==> config.mk <==
export PLATFORM = sky130hd
export DESIGN_NAME = dht_outq
export DESIGN_NICKNAME = d
export VERILOG_FILES = /design/src/hw/rtl/dht_pkg.sv /design/src/hw/rtl/dht_outq.sv
export SDC_FILE = /design/constraint.sdc
export NUM_CORES = 1
export LEC_CHECK = 0
export BUFFER_PORTS_ARGS = -buffer_cell sky130_fd_sc_hd__buf_2
export CORE_ASPECT_RATIO = 0.5
export CORE_MARGIN = 8
export CORE_UTILIZATION = 30
export CTS_CLUSTER_DIAMETER = 120
export DETAILED_ROUTE_END_ITERATION = 6
export MAX_ROUTING_LAYER = met4
export PLACE_DENSITY = 0.5
export RECOVER_POWER = 100
export SYNTH_ARGS = -nofsm -noshare
export SYNTH_HDL_FRONTEND = slang
export SYNTH_SLANG_ARGS = --single-unit
==> constraint.sdc <==
create_clock -name clk -period 5.73 [get_ports clk]
set_input_delay 1.4325 -clock clk [delete_from_list [all_inputs] [get_ports clk]]
set_output_delay 1.4325 -clock clk [all_outputs]
set_load 0.01 [all_outputs]
==> src/hw/rtl/dht_pkg.sv <==
// Package for the deadline handle table: operation and status codes, the
// queue entry type and the result type. Used by every module of the block but dht_ram.
package dht_pkg;

	localparam int OP_W = 4;
	localparam logic [OP_W-1:0] OP_SLEEP_REL   = 4'd0;
	localparam logic [OP_W-1:0] OP_SLEEP_MS    = 4'd1;
	localparam logic [OP_W-1:0] OP_SLEEP_UNTIL = 4'd2;
	localparam logic [OP_W-1:0] OP_YIELD       = 4'd3;
	localparam logic [OP_W-1:0] OP_SET_RESULT  = 4'd4;
	localparam logic [OP_W-1:0] OP_READ        = 4'd5;
	localparam logic [OP_W-1:0] OP_POLL        = 4'd6;
	localparam logic [OP_W-1:0] OP_AWAIT       = 4'd7;
	localparam logic [OP_W-1:0] OP_START       = 4'd8;

	localparam logic [1:0] ST_WAITING = 2'd0;
	localparam logic [1:0] ST_DONE    = 2'd1;
	localparam logic [1:0] ST_INVALID = 2'd2;

	localparam logic [63:0] MS_TO_US = 64'd1000;

	typedef enum logic [2:0] {
		KIND_NONE,
		KIND_ALLOC,
		KIND_SET,
		KIND_READ,
		KIND_POLL,
		KIND_AWAIT,
		KIND_START
	} kind_t;

	typedef struct packed {
		kind_t       kind;
		logic        is_yield;
		logic [63:0] deadline;
		logic [63:0] now_us;
		logic [7:0]  handle;
		logic [31:0] value;
	} cmd_t;

	typedef struct packed {
		logic [7:0]  new_handle;
		logic [1:0]  status;
		logic [31:0] result_word;
		logic [7:0]  completed;
		logic        not_started;
	} res_t;

	typedef enum logic [2:0] {
		BK_IDLE,
		BK_ALLOC,
		BK_SWEEP,
		BK_READ,
		BK_CLEAR,
		BK_OUT
	} bk_state_t;

endpackage

==> src/hw/rtl/dht_outq.sv <==
// Two-entry result queue between the back end and the result ports.
// Uses dht_pkg for the result type.
module dht_outq import dht_pkg::*; (
	input  logic clk,
	input  logic arst_n,
	input  logic in_valid,
	output logic in_ready,
	input  res_t in_res,
	output logic empty,
	input  logic pop,
	output res_t out_res
);

	res_t       mem_q [2];
	logic       wp_q, rp_q;
	logic [1:0] cnt_q;
	logic       wr, rd;

	assign in_ready = (cnt_q != 2'd2);
	assign empty = (cnt_q == 2'd0);
	assign out_res = mem_q[rp_q];
	assign wr = in_valid && in_ready;
	assign rd = pop && !empty;

	always_ff @(posedge clk or negedge arst_n) begin
		if (!arst_n) begin
			wp_q  <= 1'b0;
			rp_q  <= 1'b0;
			cnt_q <= 2'd0;
		end else begin
			if (wr) wp_q <= !wp_q;
			if (rd) rp_q <= !rp_q;
			cnt_q <= cnt_q + {1'b0, wr} - {1'b0, rd};
		end
	end

	always_ff @(posedge clk) begin
		if (wr) mem_q[wp_q] <= in_res;
	end

endmodule

==> results.cfg <==
[finish]
layout-drive-gt1-share = 0.292
nNetsFinal = 347
seq_area_mm2 = 0.00317
multi_input_area_um2 = 677
final_cells = 471
diodes = 0
area_growth_pct = 16.7
fillers = 1332

[floorplan]
start_util = 0.306
die_h_um = 99.0
coreArea_mm2 = 0.0135
fp.dieW_um = 182
ios = 108
rows = 30
die-area_mm2 = 0.0180

[placed_design]
numPortBuffers = 107
placed_cells = 455
gp_congestion = 0.683
place_ws_ns = 2.63
dp_hpwl_um = 5240

[clocking]
cts_buffer_depth = 2
ctsHoldBuffers = 0
cts_setup_buffers = 0
clk_pin_slew_worst_paths_ns = 0.06
numClockSinks = 106
clk_latency_ns = 0.33
cts.htree.levels = 3
cts_made_buffers = 9
root_buffer = clkbuf_16
cts_tree = yes
cts-resized-gates = 0

[global_route]
grt_pass1_wl_um = 12100
grt_max_degree = 53
grt_pass1_vias = 2223
antenna_found_initial = 0
grt-ovfl-total = 0
grtUsageTotal = 0.0904

[setup_path]
arrival_ns = 3.96
critPathBufInv = 2
end_kind = flop
cp_data_required_time_ns = 5.61
crit_slowest_cell = clkbuf_1
path_cells = clkbuf_1 > nand2_1 > nor2_4 > clkbuf_1
crit_top_cell = clkbuf_1
critPathKind = primary input to flop
crit_family = buffers and inverters
crit_path_max_fanout = 51
cp-start-kind = primary input
slowest_delay_ns = 2.16

[timing]
rsz0062_at_grt = no
slew-limit-headroom = -1.04
min_period_ns = 4.09
tns_ns = 0
fin_ws_ns = 1.64
slew_viol_final = 104
tightest_slew_ns = 3.06
setup_violations = 0
clock.fmax_ghz = 0.245
fin_crit_sh = 0.713
skew_ns = 0.00505
hold_violations = 0

[yosys]
synth_fp_nets = 233
synth_edf_count = 102
ys.flop_type = edfxtp_1
synthArstFlopShare = 0.0377
synth_commonest_cells = edfxtp_1, mux2_4, buf_12, dfrtp_1, xnor2_1
synth_top_cell_area_share = 0.742
yosys.area.top_type = edfxtp_1
syn_area_mm2 = 0.00413
synth_cell_types = 15
seq_area_frac_synth = 0.766
ys_ff_latch = 106
synthTopCellsByArea = edfxtp_1, mux2_4, buf_12, dfrtp_1, xnor2_1
yosys_warnings = 0
synthMostInstantiatedCell = edfxtp_1
avgSynthCellArea_um2 = 23.5
syn_inst = 176

[min_path]
holdCritPathClass = flop to flop

[run]
max_cap_violations = 2

[route]
dr.pass1.iters = 4
wl_per_cell_um = 16.5
vias = 1928
drc = 0
vias_per_cell = 4.09
final_antenna_net_count = 0
drtIter0Drc = 73
routed_wirelength_um = 7800

[pwr]
power_leakage_nw = 1.70
powerDensity_mw_per_mm2 = 485
vdd_drop_max_v = 0.000272

[run_status]
violations = capacitance limit, slew limit
status = finished with violations
layout make-up:
type | instances | area share
clock inverter | 5 | 0.00442
timing repair buffer | 109 | 0.103
inverter | 1 | 0.000779
sequential | 106 | 0.657
clock buffer | 11 | 0.0483
multi-input combinational | 63 | 0.141
tap | 176 | 0.0457
cell usage in the layout (no fill, tap or decap):
master,instances
nand2_1,1
clkbuf_1,42
nor2_1,1
ha_1,2
and3_2,1
buf_2,69
nor2b_1,1
nand2b_1,1
xor2_1,1
inv_1,1
edfxtp_1,102
mux2_1,48
xnor2_1,3
dfrtp_4,1
mux2_2,2
nor2_4,1
clkbuf_16,9
clkinv_2,2
clkinv_1,3
mux2_4,1
dfrtp_1,3
where the power goes:
group          switching (mW)  internal (mW)
registers               0.116           1.08
clock network           0.244          0.289
logic                   0.337          0.270
sequential cells by signal, indices dropped and copies added (netlist names):
name and cells:
rp_q 1, cnt_q 2, wp_q 1, mem_q 102
stage by stage:
| step | power (mW) | util | hold WS [ns] | area, µm² |
|---|---|---|---|---|
| after detailed placement | 2.02 | 0.355 | 0.517 | 4800 |
| after global placement | 2.00 | 0.355 | 0.504 | 4800 |
| after CTS | 2.56 | 0.374 | 0.532 | 5050 |
| after global routing | 2.47 | 0.356 | 0.556 | 4820 |
| after floorplan | 1.79 | - | 0.460 | 4130 |
| final | 2.34 | 0.356 | 0.527 | 4820 |
cells by family (layout without fill, tap and decap cells):
group,Yosys count,in the layout,synth area share
and+or+nand+nor,6,6,0.00788
adders and majority gates,2,2,0.00606
xor gates and xnor gates,4,4,0.00849
DFF,106,106,0.766
buffers and inverters,7,126,0.0279
muxes,51,51,0.184
path summary, 6_finish.rpt:
check | start | endpoint | slack [ns] | cells past startpoint
worst max-delay path | in_valid | mem_q[0][27] | 1.64 | 4
worst min-delay path | cnt_q[0] | cnt_q[0] | 0.53 | 1
worst max register to register | cnt_q[1] | mem_q[0][27] | 2.30 | 4
worst min register to register | cnt_q[0] | cnt_q[0] | 0.53 | 1
max in group asynchronous | arst_n | rp_q | 4.58 | 1
min in group asynchronous | arst_n | cnt_q[0] | 0.93 | 1
routing by layer:
| layer | wire length, µm | global-route usage | share of wire |
|---|---|---|---|
| met3 | 271 | 0.0250 | 0.035 |
| met5 | 0 | - | 0 |
| met1 | 3130 | 0.0927 | 0.40 |
| met4 | 95 | 0.0319 | 0.012 |
| met2 | 4300 | 0.166 | 0.55 |
(Power assumes the default switching activity.)
