--- src/hw/rtl/dht_pkg.sv ---
// Package for the deadline handle table: operation and status codes, the
// queue entry type and the result type. Used by every module of the block but dht_ram.
package dht_pkg;

	localparam int OP_W = 4;
	localparam logic [OP_W-1:0] OP_SLEEP_REL   = 4'd0;
	localparam logic [OP_W-1:0] OP_SLEEP_MS    = 4'd1;
	localparam logic [OP_W-1:0] OP_SLEEP_UNTIL = 4'd2;
	localparam logic [OP_W-1:0] OP_YIELD       = 4'd3;
	localparam logic [OP_W-1:0] OP_SET_RESULT  = 4'd4;
	localparam logic [OP_W-1:0] OP_READ        = 4'd5;
	localparam logic [OP_W-1:0] OP_POLL        = 4'd6;
	localparam logic [OP_W-1:0] OP_AWAIT       = 4'd7;
	localparam logic [OP_W-1:0] OP_START       = 4'd8;

	localparam logic [1:0] ST_WAITING = 2'd0;
	localparam logic [1:0] ST_DONE    = 2'd1;
	localparam logic [1:0] ST_INVALID = 2'd2;

	localparam logic [63:0] MS_TO_US = 64'd1000;

	typedef enum logic [2:0] {
		KIND_NONE,
		KIND_ALLOC,
		KIND_SET,
		KIND_READ,
		KIND_POLL,
		KIND_AWAIT,
		KIND_START
	} kind_t;

	typedef struct packed {
		kind_t       kind;
		logic        is_yield;
		logic [63:0] deadline;
		logic [63:0] now_us;
		logic [7:0]  handle;
		logic [31:0] value;
	} cmd_t;

	typedef struct packed {
		logic [7:0]  new_handle;
		logic [1:0]  status;
		logic [31:0] result_word;
		logic [7:0]  completed;
		logic        not_started;
	} res_t;

	typedef enum logic [2:0] {
		BK_IDLE,
		BK_ALLOC,
		BK_SWEEP,
		BK_READ,
		BK_CLEAR,
		BK_OUT
	} bk_state_t;

endpackage

--- src/hw/rtl/dht_front.sv ---
// Front end of the deadline handle table: classifies each item and computes
// its deadline, using a registered multiply for milliseconds. Uses dht_pkg.
module dht_front import dht_pkg::*; (
	input  logic        clk,
	input  logic        arst_n,
	input  logic        push,
	output logic        full,
	input  logic [3:0]  op,
	input  logic [63:0] now_us,
	input  logic [63:0] amount,
	input  logic [7:0]  handle,
	input  logic [31:0] value,
	output logic        cmd_valid,
	input  logic        cmd_ready,
	output cmd_t        cmd
);

	logic        busy_q;
	logic [1:0]  phase_q;
	logic [3:0]  op_q;
	logic [63:0] now_q;
	logic [63:0] amt_q;
	logic [7:0]  hdl_q;
	logic [31:0] val_q;
	logic [63:0] lo_q;
	logic [63:0] hi_q;
	cmd_t        cmd_q;

	assign full = busy_q;
	assign cmd_valid = busy_q && (phase_q == 2'd3);
	assign cmd = cmd_q;

	always_ff @(posedge clk or negedge arst_n) begin
		if (!arst_n) begin
			busy_q  <= 1'b0;
			phase_q <= 2'd0;
		end else if (!busy_q) begin
			if (push) begin
				busy_q  <= 1'b1;
				phase_q <= 2'd0;
			end
		end else begin
			case (phase_q)
				2'd0: phase_q <= 2'd1;
				2'd1: phase_q <= 2'd2;
				2'd2: phase_q <= 2'd3;
				default: if (cmd_ready) busy_q <= 1'b0;
			endcase
		end
	end

	always_ff @(posedge clk) begin
		if (!busy_q && push) begin
			op_q  <= op;
			now_q <= now_us;
			amt_q <= amount;
			hdl_q <= handle;
			val_q <= value;
		end
		if (busy_q && phase_q == 2'd0) begin
			lo_q <= {32'd0, amt_q[31:0]} * {54'd0, MS_TO_US[9:0]};
			hi_q <= {32'd0, amt_q[63:32]} * {54'd0, MS_TO_US[9:0]};
		end
		if (busy_q && phase_q == 2'd1) begin
			lo_q <= lo_q + {hi_q[31:0], 32'd0};
		end
		if (busy_q && phase_q == 2'd2) begin
			cmd_q.now_us   <= now_q;
			cmd_q.handle   <= hdl_q;
			cmd_q.value    <= val_q;
			cmd_q.is_yield <= (op_q == OP_YIELD);
			case (op_q)
				OP_SLEEP_REL:   cmd_q.deadline <= now_q + amt_q;
				OP_SLEEP_MS:    cmd_q.deadline <= now_q + lo_q;
				OP_SLEEP_UNTIL: cmd_q.deadline <= amt_q;
				default:        cmd_q.deadline <= 64'd0;
			endcase
			case (op_q)
				OP_SLEEP_REL, OP_SLEEP_MS, OP_SLEEP_UNTIL, OP_YIELD:
					cmd_q.kind <= KIND_ALLOC;
				OP_SET_RESULT: cmd_q.kind <= KIND_SET;
				OP_READ:       cmd_q.kind <= KIND_READ;
				OP_POLL:       cmd_q.kind <= KIND_POLL;
				OP_AWAIT:      cmd_q.kind <= KIND_AWAIT;
				OP_START:      cmd_q.kind <= KIND_START;
				default:       cmd_q.kind <= KIND_NONE;
			endcase
		end
	end

endmodule

--- config.mk ---
export PLATFORM = sky130hd
export DESIGN_NAME = dht_front
export DESIGN_NICKNAME = d
export VERILOG_FILES = /design/src/hw/rtl/dht_pkg.sv /design/src/hw/rtl/dht_front.sv
export SDC_FILE = /design/constraint.sdc
export NUM_CORES = 1
export LEC_CHECK = 0
export ABC_AREA = 1
export BUFFER_PORTS_ARGS = -buffer_cell sky130_fd_sc_hd__buf_2
export CAP_MARGIN = 40
export CORE_MARGIN = 8
export CORE_UTILIZATION = 29
export CTS_CLUSTER_DIAMETER = 50
export DETAILED_ROUTE_END_ITERATION = 8
export PLACE_DENSITY = 0.56
export SLEW_MARGIN = 5
export SYNTH_ARGS = -nofsm -noshare
export SYNTH_HDL_FRONTEND = slang
export SYNTH_SLANG_ARGS = --single-unit
--- constraint.sdc ---
create_clock -name clk -period 15.1 [get_ports clk]
set_input_delay 3.02 -clock clk [delete_from_list [all_inputs] [get_ports clk]]
set_output_delay 3.02 -clock clk [all_outputs]
set_load 0.005 [all_outputs]
==> results_dict.tcl <==
set metrics [dict create \
    drv_slew 0 \
    clk_latency_ns 0.70 \
    skew_ns 0.0585 \
    r2r_end "lo_q[40]$_DFFE_PP_" \
    hold_end "cmd[34]$_DFFE_PP_" \
    hold_start "hdl_q[2]$_DFFE_PP_" \
    max_freq_mhz 198 \
    cts_buffer_depth 3 \
    synthFlopType "edfxtp_1" \
    wl_mm 137 \
    cp-end-kind "register" \
    period_needed_ns 5.06 \
    yosys_warnings 0 \
    r2r_start "amt_q[7]$_DFFE_PP_" \
    synth.distinct_cells 51 \
    rrSetupSlack_ns 10.04 \
    post-cts-setup-buffer-count 0 \
    cts_htree_levels 3 \
    antenna_found_initial 7 \
    cp.arrival_ns 5.45 \
    drc 0 \
    drive_gt1_frac 0.121 \
    startpoint_type "register" \
    status "finished clean" \
    num_io_pins 350 \
    grt_usage 0.190 \
    start_util 0.291 \
    ys_ff_latch 437 \
    tns_ns 0 \
    clkTransAtPathRegs_ns 0.06 \
    cpMostUsedCell "fa_1" \
    cts_resized 0 \
    synth_edf_count 434 \
    synthMostInstantiatedCell "nand2_1" \
    vias_per_cell 4.71 \
    synth_top_family_by_area "simple AND/OR/NAND/NOR gates" \
    crit_chain "inv_1 > fa_1 > fa_1 > fa_1 > fa_1 > inv_1 > ha_1 > nand2_1 > nor2_1 > inv_1 > nor3_1 > nand4_1 > nand3_1 > nand2_1 > nand3_1 > nand2_1" \
    synth_area_um2 37400 \
    yosys.area_share.simple 0.245 \
    place_congestion 1.02 \
    cts_buffers 74 \
    avgSynthCellArea_um2 7.93 \
    syn-instance-count 4717 \
    hold_class "reg -> reg" \
    grt_pass1_vias 32297 \
    synthTopCellsByCount "nand2_1 (1387), inv_1 (978), edfxtp_1 (434), nor2_1 (312), ha_1 (298)" \
    gr-total-overflow 0 \
    hold_viol_final 0 \
    wl_per_cell_um 19.9 \
    routed-via-count 32376 \
    synth_compound_area_frac 0.0778 \
    whs_path_depth 0 \
    drv_cap 0 \
    nets 5818 \
    yosysTopAreaCell "edfxtp_1" \
    worst_pin_slew_ns 0.879 \
    async_flop_share 0.00686 \
    area_delta_synth_final_pct 17.4 \
    hpwl_mm 116 \
    cts.sinks 437 \
    synthTopCellsByArea "edfxtp_1 (35%), nand2_1 (14%), fa_1 (11%)" \
    antenna_left 0 \
    drtIter0Drc 2570 \
    dr.pass1.iters 6 \
    reg2reg_depth 16 \
    setup_viol 0 \
    die_y_um 375 \
    synth_seq_area_share 0.350 \
    die_x_um 375 \
    portBuffers 349 \
    crit_fanout 5 \
    grt_max_degree 62 \
    core-area_um2 129000 \
    crit_path_top_delay_cell "fa_1" \
    cpPeakStageDelay_ns 0.53 \
    synth-adder-area-share 0.213 \
    slew_headroom 0.414 \
    rsz0062_at_grt "no" \
    syn_nets 5403 \
    grt_pass1_wl_mm 201 \
    synthMuxAreaShare 0 \
    synth-xor-area-share 0.0119 \
    die_area_um2 141000 \
    cts_hold_buf 0 \
    path_class "reg -> reg" \
    yosys.area.top_type_share 0.348 \
    rows 132 \
    cts-root-buf "clkbuf_16" \
    cp.required_ns 15.50 \
    finalCritPeriodShare 0.335 \
    cts_tree "done" \
]
-- metrics by stage --
stage | cells | util | hold slack, ns | cell area, µm² | setup slack (ns)
6_report | 6869 | 0.341 | 0.416 | 43900 | 10.04
5_1_grt | 6867 | 0.341 | 0.420 | 43900 | 9.85
4_1_cts | 6867 | 0.341 | 0.418 | 43900 | 10.07
3_5_place_dp | 6731 | 0.321 | 0.405 | 41400 | 9.36
3_3_place_gp | 6727 | 0.320 | 0.401 | 41300 | 9.38
2_1_floorplan | 4717 | - | 0.400 | 37400 | 4.11
-- flip-flops by register name, indices dropped and copies added (netlist names) --
name and flops:
cmd 172, full 1, lo_q 61, val_q 32
hdl_q 8, op_q 4, hi_q 29, phase_q 2
now_q 64, amt_q 64
-- critical path: cells and delay by family, from the launching register on --
kind                     cells  cell delay [ns]
adder cells (fa/ha/maj)      5             2.37
AND/OR/NAND/NOR              8             1.45
flip-flops                   1             0.49
buffers and inverters        3             0.46
-- layout by cell type (no fill, tap or decap), drive strengths merged, types with 5 or more instances in the layout --
master	netlist	final
nand2	1423	1423
inv	988	1019
edfxtp	434	434
buf	11	364
nor2	349	349
ha	298	298
a21oi	285	285
nand3	264	264
fa	212	212
o21ai	160	160
clkbuf	14	77
nor3	48	48
nand3b	33	33
xor2	26	26
xnor2	25	25
nand4	25	25
o211ai	25	25
clkinv	1	21
o21bai	18	18
or2	16	16
o21a	11	11
a21o	9	9
nor4	8	8
a21boi	8	8
and2	5	5
o221ai	5	5
-- worst max path at each step --
stage | from | end
floorplan | push | amt_q[0]$_DFFE_PP_
global placement | push | now_q[63]$_DFFE_PP_
detailed placement | push | val_q[3]$_DFFE_PP_
CTS | amt_q[7]$_DFFE_PP_ | lo_q[40]$_DFFE_PP_
global route | amt_q[22]$_DFFE_PP_ | lo_q[40]$_DFFE_PP_
finish | amt_q[7]$_DFFE_PP_ | lo_q[40]$_DFFE_PP_
-- final cells by class --
type	count	area, µm²
Sequential cell	437	13100
Tap cell	1675	2100
Antenna cell	2	5.00
Clock inverter	59	688
Fill cell	13683	84900
Timing Repair Buffer	364	1920
Multi-Input combinational cell	3266	20500
Clock buffer	77	1860
Inverter	989	3720
-- cell families (layout without fill, tap and decap cells) --
| group | after synthesis | after routing |
|---|---|---|
| fa+ha+maj | 510 | 510 |
| xor+xnor | 51 | 51 |
| compound gates | 530 | 530 |
| simple gates | 2175 | 2175 |
| other cells | 0 | 2 |
| flops | 437 | 437 |
| buf+inv | 1014 | 1489 |
-- metal layers --
| metal | global-route usage | wire, µm | share of wire |
|---|---|---|---|
| met1 | 0.239 | 57200 | 0.42 |
| met2 | 0.323 | 64600 | 0.47 |
| met3 | 0.0296 | 8720 | 0.064 |
| met4 | 0.0829 | 6200 | 0.045 |
| met5 | 0 | 21 | 0.00015 |
Power is left out: the tool's default activity adds up to more than one toggle a clock period on the data nets, which glitch-free logic cannot reach.
